## config.mk

```make
export PLATFORM = sky130hd
export DESIGN_NAME = multi_tap_text_entry_unit
export DESIGN_NICKNAME = d
export VERILOG_FILES = /design/src/design/mtte_pkg.sv /design/src/design/mtte_text_mem.sv /design/src/design/mtte_ctrl.sv /design/src/design/multi_tap_text_entry_unit.sv
export SDC_FILE = /design/constraint.sdc
export NUM_CORES = 1
export LEC_CHECK = 0
export ABC_AREA = 1
export BUFFER_PORTS_ARGS = -buffer_cell sky130_fd_sc_hd__buf_2
export CAP_MARGIN = 20
export CORE_MARGIN = 5
export CORE_UTILIZATION = 64
export DETAILED_ROUTE_END_ITERATION = 7
export PLACE_DENSITY = 0.81
export SLEW_MARGIN = 10
export SYNTH_ARGS = -nofsm -noshare
export SYNTH_HDL_FRONTEND = slang
export SYNTH_SLANG_ARGS = --single-unit
```

## constraint.sdc

```tcl
create_clock -name clk_i -period 8.7 [get_ports clk_i]
set_clock_uncertainty 0.1 [all_clocks]
set_input_delay 1.305 -clock clk_i [delete_from_list [all_inputs] [get_ports clk_i]]
set_output_delay 1.305 -clock clk_i [all_outputs]
set_load 0.01 [all_outputs]
```

## src/design/mtte_pkg.sv

```systemverilog
`default_nettype none

package mtte_pkg;

  localparam int unsigned MAX_TEXT_LEN_DEF = 64;
  localparam logic [15:0] TAP_TIMEOUT_RST  = 16'd800;
  localparam logic [15:0] TICKS_MAX        = 16'hFFFF;

  localparam logic [3:0] KEY_DIGIT_LAST = 4'd9;
  localparam logic [3:0] KEY_MODE       = 4'd10;
  localparam logic [3:0] KEY_BACK       = 4'd11;
  localparam logic [3:0] KEY_LEFT       = 4'd12;
  localparam logic [3:0] KEY_RIGHT      = 4'd13;

  localparam logic [7:0] CHAR_ZERO  = 8'h30;
  localparam logic [7:0] CHAR_SPACE = 8'h20;
  localparam logic [7:0] CASE_SHIFT = 8'h20;

  typedef enum logic [1:0] {
    OP_KEY  = 2'd0,
    OP_TICK = 2'd1,
    OP_READ = 2'd2,
    OP_NOP  = 2'd3
  } op_e;

  typedef enum logic [1:0] {
    MODE_LOWER   = 2'd0,
    MODE_UPPER   = 2'd1,
    MODE_NUMERIC = 2'd2
  } mode_e;

  typedef enum logic [1:0] {
    ST_IDLE,
    ST_READ,
    ST_SHIFT,
    ST_FIN
  } state_e;

  // number of characters behind a digit key
  function automatic logic [2:0] map_len(input logic [3:0] key);
    logic [2:0] n;
    case (key)
      4'd0: n = 3'd2;
      4'd1, 4'd7, 4'd9: n = 3'd5;
      default: n = 3'd4;
    endcase
    return n;
  endfunction

  // character for a digit key at a tap position
  function automatic logic [7:0] cand_char(input logic [3:0] key, input logic [2:0] tap,
                                           input logic upper);
    logic [7:0] ch;
    logic [7:0] base;
    logic [2:0] nlet;
    ch   = CHAR_ZERO + {4'h0, key};
    base = 8'h00;
    nlet = 3'd0;
    case (key)
      4'd0: begin
        ch = (tap == 3'd0) ? CHAR_SPACE : CHAR_ZERO;
      end
      4'd1: begin
        case (tap)
          3'd0: ch = 8'h2E;
          3'd1: ch = 8'h2C;
          3'd2: ch = 8'h21;
          3'd3: ch = 8'h3F;
          default: ch = 8'h31;
        endcase
      end
      default: begin
        case (key)
          4'd2: begin base = 8'h61; nlet = 3'd3; end
          4'd3: begin base = 8'h64; nlet = 3'd3; end
          4'd4: begin base = 8'h67; nlet = 3'd3; end
          4'd5: begin base = 8'h6A; nlet = 3'd3; end
          4'd6: begin base = 8'h6D; nlet = 3'd3; end
          4'd7: begin base = 8'h70; nlet = 3'd4; end
          4'd8: begin base = 8'h74; nlet = 3'd3; end
          4'd9: begin base = 8'h77; nlet = 3'd4; end
          default: begin base = 8'h00; nlet = 3'd0; end
        endcase
        if (tap < nlet) begin
          ch = base + {5'h00, tap};
          if (upper) begin
            ch = ch - CASE_SHIFT;
          end
        end
      end
    endcase
    return ch;
  endfunction

endpackage

`default_nettype wire

```

## src/design/mtte_text_mem.sv

```systemverilog
`default_nettype none

module mtte_text_mem
  import mtte_pkg::*;
#(
  parameter int unsigned Depth = MAX_TEXT_LEN_DEF
) (
  input  wire logic                     clk_i,
  input  wire logic                     we_i,
  input  wire logic [$clog2(Depth)-1:0] waddr_i,
  input  wire logic [7:0]               wdata_i,
  input  wire logic                     re_i,
  input  wire logic [$clog2(Depth)-1:0] raddr_i,
  output logic      [7:0]               rdata_o
);

  logic [7:0] mem_q [Depth];
  logic [7:0] rdata_q;

  always_ff @(posedge clk_i) begin
    if (we_i) begin
      mem_q[waddr_i] <= wdata_i;
    end
  end

  always_ff @(posedge clk_i) begin
    if (re_i) begin
      rdata_q <= mem_q[raddr_i];
    end
  end

  assign rdata_o = rdata_q;

endmodule

`default_nettype wire

```

## src/design/mtte_ctrl.sv

```systemverilog
`default_nettype none

module mtte_ctrl
  import mtte_pkg::*;
#(
  parameter int unsigned MaxTextLen = MAX_TEXT_LEN_DEF
) (
  input  wire logic                          clk_i,
  input  wire logic                          rst_ni,
  input  wire logic                          start_i,
  input  wire logic [1:0]                    operation_i,
  input  wire logic [3:0]                    key_code_i,
  input  wire logic [5:0]                    read_index_i,
  input  wire logic [15:0]                   timeout_i,
  output logic                               busy_o,
  output logic                               done_o,
  output logic      [7:0]                    read_char_o,
  output logic      [6:0]                    cursor_out_o,
  output logic      [6:0]                    length_out_o,
  output logic      [1:0]                    mode_out_o,
  output logic                               pending_out_o,
  output logic                               mem_we_o,
  output logic      [$clog2(MaxTextLen)-1:0] mem_waddr_o,
  output logic      [7:0]                    mem_wdata_o,
  output logic                               mem_re_o,
  output logic      [$clog2(MaxTextLen)-1:0] mem_raddr_o,
  input  wire logic [7:0]                    mem_rdata_i
);

  localparam int unsigned AddrW = $clog2(MaxTextLen);
  localparam int unsigned LenW  = $clog2(MaxTextLen + 1);
  localparam int unsigned CmpW  = (LenW > 6) ? LenW : 6;
  localparam logic [LenW-1:0] MaxLen = LenW'(MaxTextLen);

  state_e            state_q, state_d;
  logic [LenW-1:0]   cursor_q, cursor_d;
  logic [LenW-1:0]   length_q, length_d;
  mode_e             mode_q, mode_d;
  logic [3:0]        last_key_q, last_key_d;
  logic [2:0]        tap_q, tap_d;
  logic [15:0]       ticks_q, ticks_d;
  logic              pend_q, pend_d;
  logic              done_q, done_d;
  logic [7:0]        rchar_q, rchar_d;
  logic              hit_q, hit_d;
  logic              is_ins_q, is_ins_d;
  logic [LenW-1:0]   cnt_q, cnt_d;
  logic [AddrW-1:0]  rd_ptr_q, rd_ptr_d;
  logic              wr_vld_q, wr_vld_d;
  logic [AddrW-1:0]  wr_addr_q, wr_addr_d;
  logic [AddrW-1:0]  pos_q, pos_d;
  logic [7:0]        char_q, char_d;

  logic              accept;
  logic [LenW-1:0]   c1;
  logic [LenW-1:0]   l1;
  logic              ins_ok;
  logic              upper;
  logic [2:0]        tap_nx;
  logic [15:0]       tick_nx;
  logic              is_digit;
  logic              same_key;
  logic              go_ins;
  logic              go_rem;

  assign accept   = start_i && (state_q == ST_IDLE);
  assign c1       = (pend_q && (cursor_q < MaxLen)) ? cursor_q + LenW'(1) : cursor_q;
  assign l1       = (c1 > length_q) ? c1 : length_q;
  assign ins_ok   = l1 < MaxLen;
  assign upper    = (mode_q == MODE_UPPER);
  assign tap_nx   = ((tap_q + 3'd1) == map_len(key_code_i)) ? 3'd0 : tap_q + 3'd1;
  assign tick_nx  = (ticks_q == TICKS_MAX) ? ticks_q : ticks_q + 16'd1;
  assign is_digit = key_code_i <= KEY_DIGIT_LAST;
  assign same_key = pend_q && (key_code_i == last_key_q);

  // request decode: which requests need the shift engine
  always_comb begin
    go_ins = 1'b0;
    go_rem = 1'b0;
    if (accept && (operation_i == OP_KEY)) begin
      case (key_code_i)
        KEY_BACK: begin
          go_rem = pend_q ? (cursor_q < length_q) : (cursor_q != '0);
        end
        KEY_MODE, KEY_LEFT, KEY_RIGHT: begin
          go_ins = 1'b0;
        end
        default: begin
          if (is_digit) begin
            go_ins = ins_ok && ((mode_q == MODE_NUMERIC) || !same_key);
          end
        end
      endcase
    end
  end

  // next state
  always_comb begin
    state_d = state_q;
    case (state_q)
      ST_IDLE: begin
        if (accept && (operation_i == OP_READ)) begin
          state_d = ST_READ;
        end else if (go_ins || go_rem) begin
          state_d = ST_SHIFT;
        end
      end
      ST_READ: begin
        state_d = ST_IDLE;
      end
      ST_SHIFT: begin
        if (cnt_q == '0) begin
          state_d = is_ins_q ? ST_FIN : ST_IDLE;
        end
      end
      ST_FIN: begin
        state_d = ST_IDLE;
      end
      default: begin
        state_d = ST_IDLE;
      end
    endcase
  end

  // datapath and memory port
  always_comb begin
    cursor_d    = cursor_q;
    length_d    = length_q;
    mode_d      = mode_q;
    last_key_d  = last_key_q;
    tap_d       = tap_q;
    ticks_d     = ticks_q;
    pend_d      = pend_q;
    done_d      = 1'b0;
    rchar_d     = rchar_q;
    hit_d       = hit_q;
    is_ins_d    = is_ins_q;
    cnt_d       = cnt_q;
    rd_ptr_d    = rd_ptr_q;
    wr_vld_d    = wr_vld_q;
    wr_addr_d   = wr_addr_q;
    pos_d       = pos_q;
    char_d      = char_q;
    mem_we_o    = 1'b0;
    mem_waddr_o = '0;
    mem_wdata_o = '0;
    mem_re_o    = 1'b0;
    mem_raddr_o = '0;

    case (state_q)
      ST_IDLE: begin
        if (accept) begin
          rchar_d  = '0;
          wr_vld_d = 1'b0;
          done_d   = !(go_ins || go_rem || (operation_i == OP_READ));
          case (operation_i)
            OP_KEY: begin
              case (key_code_i)
                KEY_MODE: begin
                  cursor_d = c1;
                  length_d = l1;
                  pend_d   = 1'b0;
                  tap_d    = '0;
                  case (mode_q)
                    MODE_LOWER: mode_d = MODE_UPPER;
                    MODE_UPPER: mode_d = MODE_NUMERIC;
                    default:    mode_d = MODE_LOWER;
                  endcase
                end
                KEY_BACK: begin
                  if (pend_q) begin
                    pend_d = 1'b0;
                    tap_d  = '0;
                    if (go_rem) begin
                      length_d = length_q - LenW'(1);
                      is_ins_d = 1'b0;
                      cnt_d    = length_q - LenW'(1) - cursor_q;
                      rd_ptr_d = AddrW'(cursor_q + LenW'(1));
                    end
                  end else if (go_rem) begin
                    cursor_d = cursor_q - LenW'(1);
                    length_d = length_q - LenW'(1);
                    is_ins_d = 1'b0;
                    cnt_d    = length_q - cursor_q;
                    rd_ptr_d = AddrW'(cursor_q);
                  end
                end
                KEY_LEFT: begin
                  pend_d   = 1'b0;
                  tap_d    = '0;
                  length_d = l1;
                  cursor_d = (c1 != '0) ? c1 - LenW'(1) : c1;
                end
                KEY_RIGHT: begin
                  pend_d   = 1'b0;
                  tap_d    = '0;
                  length_d = l1;
                  cursor_d = (c1 < l1) ? c1 + LenW'(1) : c1;
                end
                default: begin
                  if (is_digit) begin
                    if ((mode_q != MODE_NUMERIC) && same_key) begin
                      tap_d       = tap_nx;
                      ticks_d     = '0;
                      mem_we_o    = 1'b1;
                      mem_waddr_o = AddrW'(cursor_q);
                      mem_wdata_o = cand_char(key_code_i, tap_nx, upper);
                    end else begin
                      pend_d   = 1'b0;
                      tap_d    = '0;
                      cursor_d = c1;
                      length_d = l1;
                      if (ins_ok) begin
                        length_d = l1 + LenW'(1);
                        is_ins_d = 1'b1;
                        cnt_d    = l1 - c1;
                        rd_ptr_d = AddrW'(l1 - LenW'(1));
                        pos_d    = AddrW'(c1);
                        if (mode_q == MODE_NUMERIC) begin
                          cursor_d = c1 + LenW'(1);
                          char_d   = CHAR_ZERO + {4'h0, key_code_i};
                        end else begin
                          char_d     = cand_char(key_code_i, 3'd0, upper);
                          last_key_d = key_code_i;
                          ticks_d    = '0;
                          pend_d     = 1'b1;
                        end
                      end
                    end
                  end
                end
              endcase
            end
            OP_TICK: begin
              if (pend_q) begin
                ticks_d = tick_nx;
                if (tick_nx >= timeout_i) begin
                  cursor_d = c1;
                  length_d = l1;
                  pend_d   = 1'b0;
                  tap_d    = '0;
                end
              end
            end
            OP_READ: begin
              mem_re_o    = 1'b1;
              mem_raddr_o = AddrW'(read_index_i);
              hit_d       = CmpW'(read_index_i) < CmpW'(length_q);
            end
            default: begin
              rchar_d = '0;
            end
          endcase
        end
      end
      ST_READ: begin
        rchar_d = hit_q ? mem_rdata_i : 8'h00;
        done_d  = 1'b1;
      end
      ST_SHIFT: begin
        if (wr_vld_q) begin
          mem_we_o    = 1'b1;
          mem_waddr_o = wr_addr_q;
          mem_wdata_o = mem_rdata_i;
        end
        if (cnt_q != '0) begin
          mem_re_o    = 1'b1;
          mem_raddr_o = rd_ptr_q;
          wr_vld_d    = 1'b1;
          cnt_d       = cnt_q - LenW'(1);
          wr_addr_d   = is_ins_q ? rd_ptr_q + AddrW'(1) : rd_ptr_q - AddrW'(1);
          rd_ptr_d    = is_ins_q ? rd_ptr_q - AddrW'(1) : rd_ptr_q + AddrW'(1);
        end else begin
          wr_vld_d = 1'b0;
          done_d   = !is_ins_q;
        end
      end
      ST_FIN: begin
        mem_we_o    = 1'b1;
        mem_waddr_o = pos_q;
        mem_wdata_o = char_q;
        done_d      = 1'b1;
      end
      default: begin
        done_d = 1'b0;
      end
    endcase
  end

  always_ff @(posedge clk_i or negedge rst_ni) begin
    if (!rst_ni) begin
      state_q    <= ST_IDLE;
      cursor_q   <= '0;
      length_q   <= '0;
      mode_q     <= MODE_LOWER;
      last_key_q <= '0;
      tap_q      <= '0;
      ticks_q    <= '0;
      pend_q     <= 1'b0;
      done_q     <= 1'b0;
      rchar_q    <= '0;
      hit_q      <= 1'b0;
      is_ins_q   <= 1'b0;
      cnt_q      <= '0;
      wr_vld_q   <= 1'b0;
    end else begin
      state_q    <= state_d;
      cursor_q   <= cursor_d;
      length_q   <= length_d;
      mode_q     <= mode_d;
      last_key_q <= last_key_d;
      tap_q      <= tap_d;
      ticks_q    <= ticks_d;
      pend_q     <= pend_d;
      done_q     <= done_d;
      rchar_q    <= rchar_d;
      hit_q      <= hit_d;
      is_ins_q   <= is_ins_d;
      cnt_q      <= cnt_d;
      wr_vld_q   <= wr_vld_d;
    end
  end

  always_ff @(posedge clk_i) begin
    rd_ptr_q  <= rd_ptr_d;
    wr_addr_q <= wr_addr_d;
    pos_q     <= pos_d;
    char_q    <= char_d;
  end

  assign busy_o        = (state_q != ST_IDLE);
  assign done_o        = done_q;
  assign read_char_o   = rchar_q;
  assign cursor_out_o  = 7'(cursor_q);
  assign length_out_o  = 7'(length_q);
  assign mode_out_o    = mode_q;
  assign pending_out_o = pend_q;

`ifndef SYNTHESIS
  a_len_bound: assert property (@(posedge clk_i) disable iff (!rst_ni)
    length_q <= MaxLen)
    else $error("text length beyond store size");

  a_cursor_bound: assert property (@(posedge clk_i) disable iff (!rst_ni)
    (pend_q && (cursor_q < length_q)) || (!pend_q && (cursor_q <= length_q)))
    else $error("cursor outside text");

  a_no_cand_numeric: assert property (@(posedge clk_i) disable iff (!rst_ni)
    pend_q |-> (mode_q != MODE_NUMERIC))
    else $error("candidate pending in numeric mode");

  a_char_from_read: assert property (@(posedge clk_i) disable iff (!rst_ni)
    (done_q && (rchar_q != 8'h00)) |-> $past(state_q == ST_READ))
    else $error("character returned without a store read");
`endif

endmodule

`default_nettype wire

```

## src/design/multi_tap_text_entry_unit.sv

```systemverilog
`default_nettype none

// keypad multi-tap text editor
// request channel: start_i with operation_i, key_code_i and read_index_i is taken at a
// clock edge where busy_o is low. one result per request, shown on the result ports for
// a single cycle with done_o high; the receiver cannot stall, so results must be taken
// when they appear. a new request may be taken in the cycle its predecessor's result
// is shown.
// ticks, cursor moves, mode changes, repeat taps and ignored codes give their result in
// the cycle after the request; a store read goes through ST_READ, which registers the
// store output as the result. an insert or delete shifts the text store one entry per
// cycle through the memory's single write port.
// one request is in work at a time; busy_o is high until its result is shown.
// tap_timeout_we_i/tap_timeout_wdata_i write the tap timeout; the user must do so only
// while idle, as the block itself does not enforce it.
// reset: text empty, cursor 0, lowercase mode, nothing pending, timeout 800 ticks.
// the store needs no clearing pass: entries at or beyond the length are never returned.

module multi_tap_text_entry_unit
  import mtte_pkg::*;
#(
  parameter int unsigned MaxTextLen = MAX_TEXT_LEN_DEF
) (
  input  wire logic        clk_i,
  input  wire logic        rst_ni,
  input  wire logic        start_i,
  output logic             busy_o,
  input  wire logic [1:0]  operation_i,
  input  wire logic [3:0]  key_code_i,
  input  wire logic [5:0]  read_index_i,
  input  wire logic        tap_timeout_we_i,
  input  wire logic [15:0] tap_timeout_wdata_i,
  output logic             done_o,
  output logic      [7:0]  read_char_o,
  output logic      [6:0]  cursor_out_o,
  output logic      [6:0]  length_out_o,
  output logic      [1:0]  mode_out_o,
  output logic             pending_out_o
);

  localparam int unsigned AddrW = $clog2(MaxTextLen);

  logic [15:0]      timeout_q, timeout_d;
  logic             mem_we;
  logic [AddrW-1:0] mem_waddr;
  logic [7:0]       mem_wdata;
  logic             mem_re;
  logic [AddrW-1:0] mem_raddr;
  logic [7:0]       mem_rdata;

  assign timeout_d = tap_timeout_we_i ? tap_timeout_wdata_i : timeout_q;

  always_ff @(posedge clk_i or negedge rst_ni) begin
    if (!rst_ni) begin
      timeout_q <= TAP_TIMEOUT_RST;
    end else begin
      timeout_q <= timeout_d;
    end
  end

  mtte_ctrl #(
    .MaxTextLen(MaxTextLen)
  ) u_ctrl (
    .clk_i        (clk_i),
    .rst_ni       (rst_ni),
    .start_i      (start_i),
    .operation_i  (operation_i),
    .key_code_i   (key_code_i),
    .read_index_i (read_index_i),
    .timeout_i    (timeout_q),
    .busy_o       (busy_o),
    .done_o       (done_o),
    .read_char_o  (read_char_o),
    .cursor_out_o (cursor_out_o),
    .length_out_o (length_out_o),
    .mode_out_o   (mode_out_o),
    .pending_out_o(pending_out_o),
    .mem_we_o     (mem_we),
    .mem_waddr_o  (mem_waddr),
    .mem_wdata_o  (mem_wdata),
    .mem_re_o     (mem_re),
    .mem_raddr_o  (mem_raddr),
    .mem_rdata_i  (mem_rdata)
  );

  mtte_text_mem #(
    .Depth(MaxTextLen)
  ) u_mem (
    .clk_i  (clk_i),
    .we_i   (mem_we),
    .waddr_i(mem_waddr),
    .wdata_i(mem_wdata),
    .re_i   (mem_re),
    .raddr_i(mem_raddr),
    .rdata_o(mem_rdata)
  );

endmodule

`default_nettype wire

```

==> flow_summary.toml, run 1 <==
[run_status]
outcome = "complete, no violations"

[cells_and_area]
layout_commonest_cell = "nand2_1"
final_cell_mix = "nand2_1, nand3_1, edfxtp_1"
final_nets = 3552
drive_above_1_share = 0.0772
final_cells = 4160
final_core_util = 0.702
areaGrowthSynthToFinish_pct = 8.48

[place]
dp.cells = 4042
port_buffers = 58
dp_hpwl_um = 53400
gp_congestion = 0.920

[floorplan]
row_count = 82
coreArea_um2 = 50200
die_h_um = 235
fp.dieW_um = 235
io_pins = 59
die_area_um2 = 55300
initial_core_util = 0.647

[synthesis]
synth_area_per_cell_um2 = 9.39
synth_nets = 3567
async_flop_share = 0.124
synth_edf_count = 546
ys.flop_type = "edfxtp_1"
ys_warn_count = 0
seq_area_frac_synth = 0.565
syn_area_um2 = 32500
netlist_instances = 3455
synth-seq-cells = 623
synth_cell_types = 58

[detailed_routing]
drt-total-wl_um = 86700
wl_per_cell_um = 20.8
vias_per_cell = 6.13
dr_total_vias = 25500
final_antenna_net_count = 0
drc_errors = 0
first_pass_iters = 6
detail_route.iter0.violations = 3393

[global_routing]
grt_first_pass_wirelength_um = 134000
grt_pass1_vias = 24500
grt_start_max_net_pins = 249
antenna_found_initial = 1
grt.total_usage = 0.302
grt-ovfl-total = 0

[power]
powerDensity_nw_per_um2 = 336
p_leak_nw = 14.7
power_mw = 11.8
ir_drop_mv = 0.245

[sta]
finalCriticalPeriod_ns = 5.65
worstMarginPinSlew_ns = 1.26
slew_violations = 0
tns_ns = 0
period_share = 0.649
holdWs_ns = 0.389
maxSlewHeadroom = 0.162
finalHoldViolations = 0
fmax_mhz = 177
rsz0062_at_grt = "no"
setup_viol = 0

[clock_network]
cts.sinks = 623
htreeDepth = 3
worstSkewPairLatency_ns = 0.61
hold_buffers = 0
cts_tree = "built"
cts_resized = 0
path_clk_slew_ns = 0.06
cts_root_buffer = "clkbuf_16"
cts_setup_buffers = 0
cts_buffers = 66
cts_max_path_buffers = 3

[setup_path]
cp_data_required_time_ns = 8.84
crit_type = "in2reg"
cp-end-kind = "flip-flop"
cp_max_fo = 64
startpoint_type = "primary input"
critPathArrivalTime_ns = 5.78

[flow_run]
max_cap_violations = 0

[min_path]
hold_path.class = "reg2reg"
-- stage by stage --
step                worst slack [ns]  area, um2
finish                          3.05      35200
CTS                             3.19      35200
floorplan                       1.23      32500
global placement                2.70      33100
detailed placement              2.60      33100
global route                    2.62      35200
-- layer usage --
metal / global-route usage / part of all wire / vias up
li1: - / - / 11700
met1: 0.410 / 0.39 / 12100
met2: 0.489 / 0.47 / 1452
met3: 0.0528 / 0.095 / 236
met4: 0.121 / 0.036 / 0
met5: 0 / 0 / -
-- worst paths after layout --
check	from	to	slack, ns	cells past startpoint
setup reg to reg	u_ctrl.cursor_out_o[1]	u_ctrl.cursor_out_o[3]	3.26	27
hold reg to reg	u_ctrl.cnt_q[6]	u_ctrl.cnt_q[6]	0.39	2
min in group asynchronous	rst_ni	timeout_q[0]	0.45	1
setup / recovery	key_code_i[1]	u_mem.mem_q[60][6]	3.05	26
max in group asynchronous	rst_ni	u_ctrl.cnt_q[5]	6.92	2
hold / removal	u_ctrl.cnt_q[6]	u_ctrl.cnt_q[6]	0.39	2
-- report_power, final --
group | internal, mW | total, mW | switching (mW)
registers | 3.71 | 3.92 | 0.209
clock network | 1.52 | 2.68 | 1.16
logic | 1.54 | 5.22 | 3.68
total | 6.78 | 11.8 | 5.06
-- kinds of logic after synthesis --
family,after synthesis,synth area share
AND/OR/NAND/NOR,1839,0.271
adder cells (fa/ha/maj),80,0.0318
XOR/XNOR,46,0.0124
multiplexers,1,0.000347
AO/OA/AOI/OAI,248,0.0452
buffers and inverters,618,0.0746
flip-flops,623,0.565
-- critical path, stage by stage --
cell     delay [ns]
buf_2          0.16
inv_1          0.18
ha_1           0.21
inv_1          0.07
o21ai_0        0.35
nand2_1        0.19
nand2_1        0.13
o21ai_0        0.09
nand3_1        0.13
nand2_1        0.14
inv_1          0.09
ha_1           0.17
inv_1          0.06
fa_1           0.40
nor2_1         0.11
o21ai_0        0.09
or2_2          0.31
nand2_1        0.07
ha_1           0.22
nand2_1        0.07
nand2_1        0.05
nor2_1         0.09
nand2_1        0.07
nand3_1        0.09
nand2_1        0.12
inv_2          0.78
-- Yosys cell counts (4+ instances only) --
library cell | count | share of area
nand2_1 | 721 | 0.083
nand3_1 | 635 | 0.098
edfxtp_1 | 546 | 0.51
inv_1 | 434 | 0.050
nand3b_1 | 216 | 0.050
nor2_1 | 174 | 0.020
o21ai_0 | 108 | 0.017
ha_1 | 76 | 0.029
dfrtp_1 | 74 | 0.057
a21oi_1 | 66 | 0.010
clkbuf_1 | 66 | 0.0076
buf_2 | 58 | 0.0089
buf_1 | 40 | 0.0046
xor2_1 | 37 | 0.010
nand4_1 | 22 | 0.0042
a22oi_1 | 19 | 0.0044
nand2_2 | 19 | 0.0037
nor3_1 | 15 | 0.0023
or2_2 | 13 | 0.0025
inv_2 | 12 | 0.0014
xnor2_1 | 9 | 0.0024
o211ai_1 | 8 | 0.0019
o31ai_1 | 8 | 0.0019
o22ai_1 | 7 | 0.0013
a31oi_1 | 6 | 0.0012
nor2_4 | 6 | 0.0021
nor4_1 | 5 | 0.00096
fa_1 | 4 | 0.0025
nand3_2 | 4 | 0.0012
o21ai_2 | 4 | 0.0011
-- area by class of cell --
| class | instances | area [um2] |
|---|---|---|
| Fill cell | 3698 | 15000 |
| Tap cell | 672 | 841 |
| Multi-Input combinational cell | 2214 | 11800 |
| Inverter | 449 | 1690 |
| Clock buffer | 75 | 1690 |
| Clock inverter | 39 | 334 |
| Antenna cell | 2 | 5.00 |
| Timing Repair Buffer | 86 | 543 |
| Sequential cell | 623 | 18300 |
-- flip-flops by register name (all words and copies together), names as in the netlist, 4 cells and up --
register and count:
u_mem.mem_q 512, u_ctrl.cursor_out_o 7, u_ctrl.length_out_o 7, u_ctrl.char_q 8, u_ctrl.rd_ptr_q 6, timeout_q 16
u_ctrl.ticks_q 16, u_ctrl.read_char_o 8, u_ctrl.wr_addr_q 6, u_ctrl.last_key_q 4, u_ctrl.pos_q 6, u_mem.rdata_o 8
u_ctrl.cnt_q 7
Power figures use the tool's default switching activity.
==> run 2: changes to the inputs <==
- ABC_AREA: 1 -> 0
- CORE_UTILIZATION: 64 -> 63
- PLACE_DENSITY: 0.81 -> 0.8
- clock period: 8.7 -> 5.7 ns (I/O delays scaled with it)
==> run 2 against run 1 <==
  * Die area down 5.4%
  * Sequential power up 41%
  * Cell count decreased by 18%
  * Area after synthesis fell by 7.1%
  * Core utilization increased by 0.31 points
  * Final area down 4.8%
  * Worst setup slack worse by 2.5 ns
  * Via count decreased by 13%
  * Register-to-register slack worse by 2.7 ns
  * Total power up 24%
  * Count of clock-buffer cells in the layout fell by 3
  * Largest cell class unchanged
  * Largest power group is now registers
  * Highest routed layer unchanged
==> flow_summary.toml, run 2 <==
[run_status]
outcome = "complete, no violations"

[setup_path]
r2r-end = "u_ctrl.cursor_out_o[1]"
worst_r2r_path_depth = 19
path_depth = 19
worst_path_largest_cell_delay_ns = 0.50
cp_data_required_time_ns = 6.09
crit_type = "reg2reg"
crit_buf_inv = 1
startpoint_type = "flip-flop"
crit_family = "compound AO/OA/AOI/OAI gates"
r2r_start = "u_ctrl.cursor_out_o[1]"
path_cells = "ha_1, nand3b_4, nor2_1, xnor2_2, ha_1, a211oi_1, o21bai_1, o21ai_2, mux2i_1, inv_1, ha_1, o21a_1, o31a_1, o31ai_1, a21oi_1, o21ai_0, or3b_2, a221oi_1, o22ai_1"
crit_end = "u_ctrl.cursor_out_o[1]"
cp-end-kind = "flip-flop"
cp_max_fo = 8
cp_slowest_cell = "or3b_2"
path_common_cell = "ha_1"
r2r_slack_ns = 0.56
crit_start = "u_ctrl.cursor_out_o[1]"
critPathArrivalTime_ns = 5.54

[detailed_routing]
detail_route.iter0.violations = 3135
drt-total-wl_um = 80700
vias_per_cell = 6.53
first_pass_iters = 8
wl_per_cell_um = 23.7
drc_errors = 0
final_antenna_net_count = 0
dr_total_vias = 22200

[power]
p_leak_nw = 12.7
power_mw = 14.7
powerDensity_nw_per_um2 = 439
ir_drop_mv = 0.430

[place]
gp_congestion = 0.959
dpl_cell_area_um2 = 31600
place_ws_ns = 0.440
port_buffers = 58
dp.cells = 3293
dp_hpwl_um = 53000

[sta]
tns_ns = 0
period_share = 0.903
maxSlewHeadroom = 0.219
setup_viol = 0
setup_slack_ns = 0.556
fmax_mhz = 194
finalCriticalPeriod_ns = 5.14
worstMarginPinSlew_ns = 1.17
slew_violations = 0
finalHoldViolations = 0
holdWs_ns = 0.326
rsz0062_at_grt = "no"

[floorplan]
die_h_um = 229
die_area_um2 = 52300
row_count = 80
io_pins = 59
initial_core_util = 0.634
fp.dieW_um = 229
coreArea_um2 = 47500

[synthesis]
synth_common_cells = "edfxtp_1, nand2_1, nand3_1"
synth_top_area_cell = "edfxtp_1"
netlist_instances = 2653
async_flop_share = 0.124
ys_warn_count = 0
seq_area_frac_synth = 0.608
ys_top_cells_by_area = "edfxtp_1, nand2_1, dfrtp_1"
synth_edf_count = 546
synth_area_per_cell_um2 = 11.4
synth_cell_types = 105
syn_area_um2 = 30200
yosysTopAreaCellShare = 0.544
synth.most_common_cell = "edfxtp_1"
ys.flop_type = "edfxtp_1"
synth_nets = 2765
synth-seq-cells = 623

[min_path]
hold_path.class = "in2reg"

[clock_network]
cts_buffers = 61
cts_setup_buffers = 0
cts.sinks = 623
path_clk_slew_ns = 0.07
cts_tree = "built"
cts_max_path_buffers = 3
cts_root_buffer = "clkbuf_16"
htreeDepth = 2
worstSkewPairLatency_ns = 0.65

[cells_and_area]
final_core_util = 0.705
fillers = 3231
layout_commonest_cell = "edfxtp_1"
largest_registers = "u_mem.mem_q (512), timeout_q (16), u_ctrl.ticks_q (16)"
final_cell_area_um2 = 33500
final_nets = 2854
largest_reg_flops = 512
drive_above_1_share = 0.119
top_register = "u_mem.mem_q"
final_cell_mix = "edfxtp_1, nand2_1, nand3_1"
areaGrowthSynthToFinish_pct = 11.1
final_cells = 3405

[global_routing]
grt_pass1_vias = 21500
grt-ovfl-total = 0
grt.total_usage = 0.301
grt_first_pass_wirelength_um = 124000
antenna_found_initial = 0
grt_start_max_net_pins = 86

[flow_run]
max_cap_violations = 0
[run 2: cell type report]
class | instances | area (um2) | area share
diodes | 1 | 2.50 | 0.0000747
clock buffers | 72 | 1590 | 0.0474
clock inverters | 38 | 329 | 0.00982
inverters | 71 | 268 | 0.00799
multi-input cells | 1811 | 11000 | 0.327
flip-flops and latches | 623 | 18300 | 0.547
well taps | 615 | 769 | 0.0230
repair buffers | 174 | 1280 | 0.0382
[run 2: timing repair]
| action | 4_1_cts | 5_1_grt |
|---|---|---|
| gates resized for setup | 0 | 0 |
| hold endpoints to repair | 14 | 0 |
| hold buffers | 1 | 0 |
[run 2: worst min-delay path by stage]
stage / from / to / slack (ns) / cells after the start
floorplan: u_ctrl.hit_q / u_ctrl.hit_q / 0.33 / 2
global placement: u_ctrl.hit_q / u_ctrl.hit_q / 0.35 / 2
finish: tap_timeout_wdata_i[1] / timeout_q[1] / 0.33 / 3
CTS: tap_timeout_wdata_i[13] / timeout_q[13] / 0.30 / 3
global route: tap_timeout_wdata_i[13] / timeout_q[13] / 0.32 / 3
detailed placement: u_ctrl.hit_q / u_ctrl.hit_q / 0.36 / 2
[run 2: tightest hold or removal path, cell delays in order]
cell     delay, ns
buf_2         0.07
nand2_1       0.04
o21ai_0       0.06
[run 2: report_power, final]
group / total, mW / internal, mW / switching [mW]
Sequential: 5.54 / 5.28 / 0.258
Clock: 3.87 / 2.17 / 1.70
Combinational: 5.30 / 1.89 / 3.42
[run 2: metal layers]
metal	vias to the layer above	track usage	share of wire
met5	-	0	0
met4	0	0.136	0.051
met1	10800	0.413	0.40
met2	1214	0.481	0.47
met3	244	0.0512	0.087
li1	10000	-	-
[run 2: logic make-up (layout without fill, tap and decap cells)]
kind of cell	Yosys count	after routing	share of synthesized area
and+or+nand+nor	1112	1112	0.169
DFF	623	623	0.608
AOI/OAI and AO/OA	461	461	0.105
buffers and inverters	219	355	0.0327
muxes	91	91	0.0305
adders and majority gates	80	80	0.0342
xor gates and xnor gates	67	67	0.0206
other	0	1	0
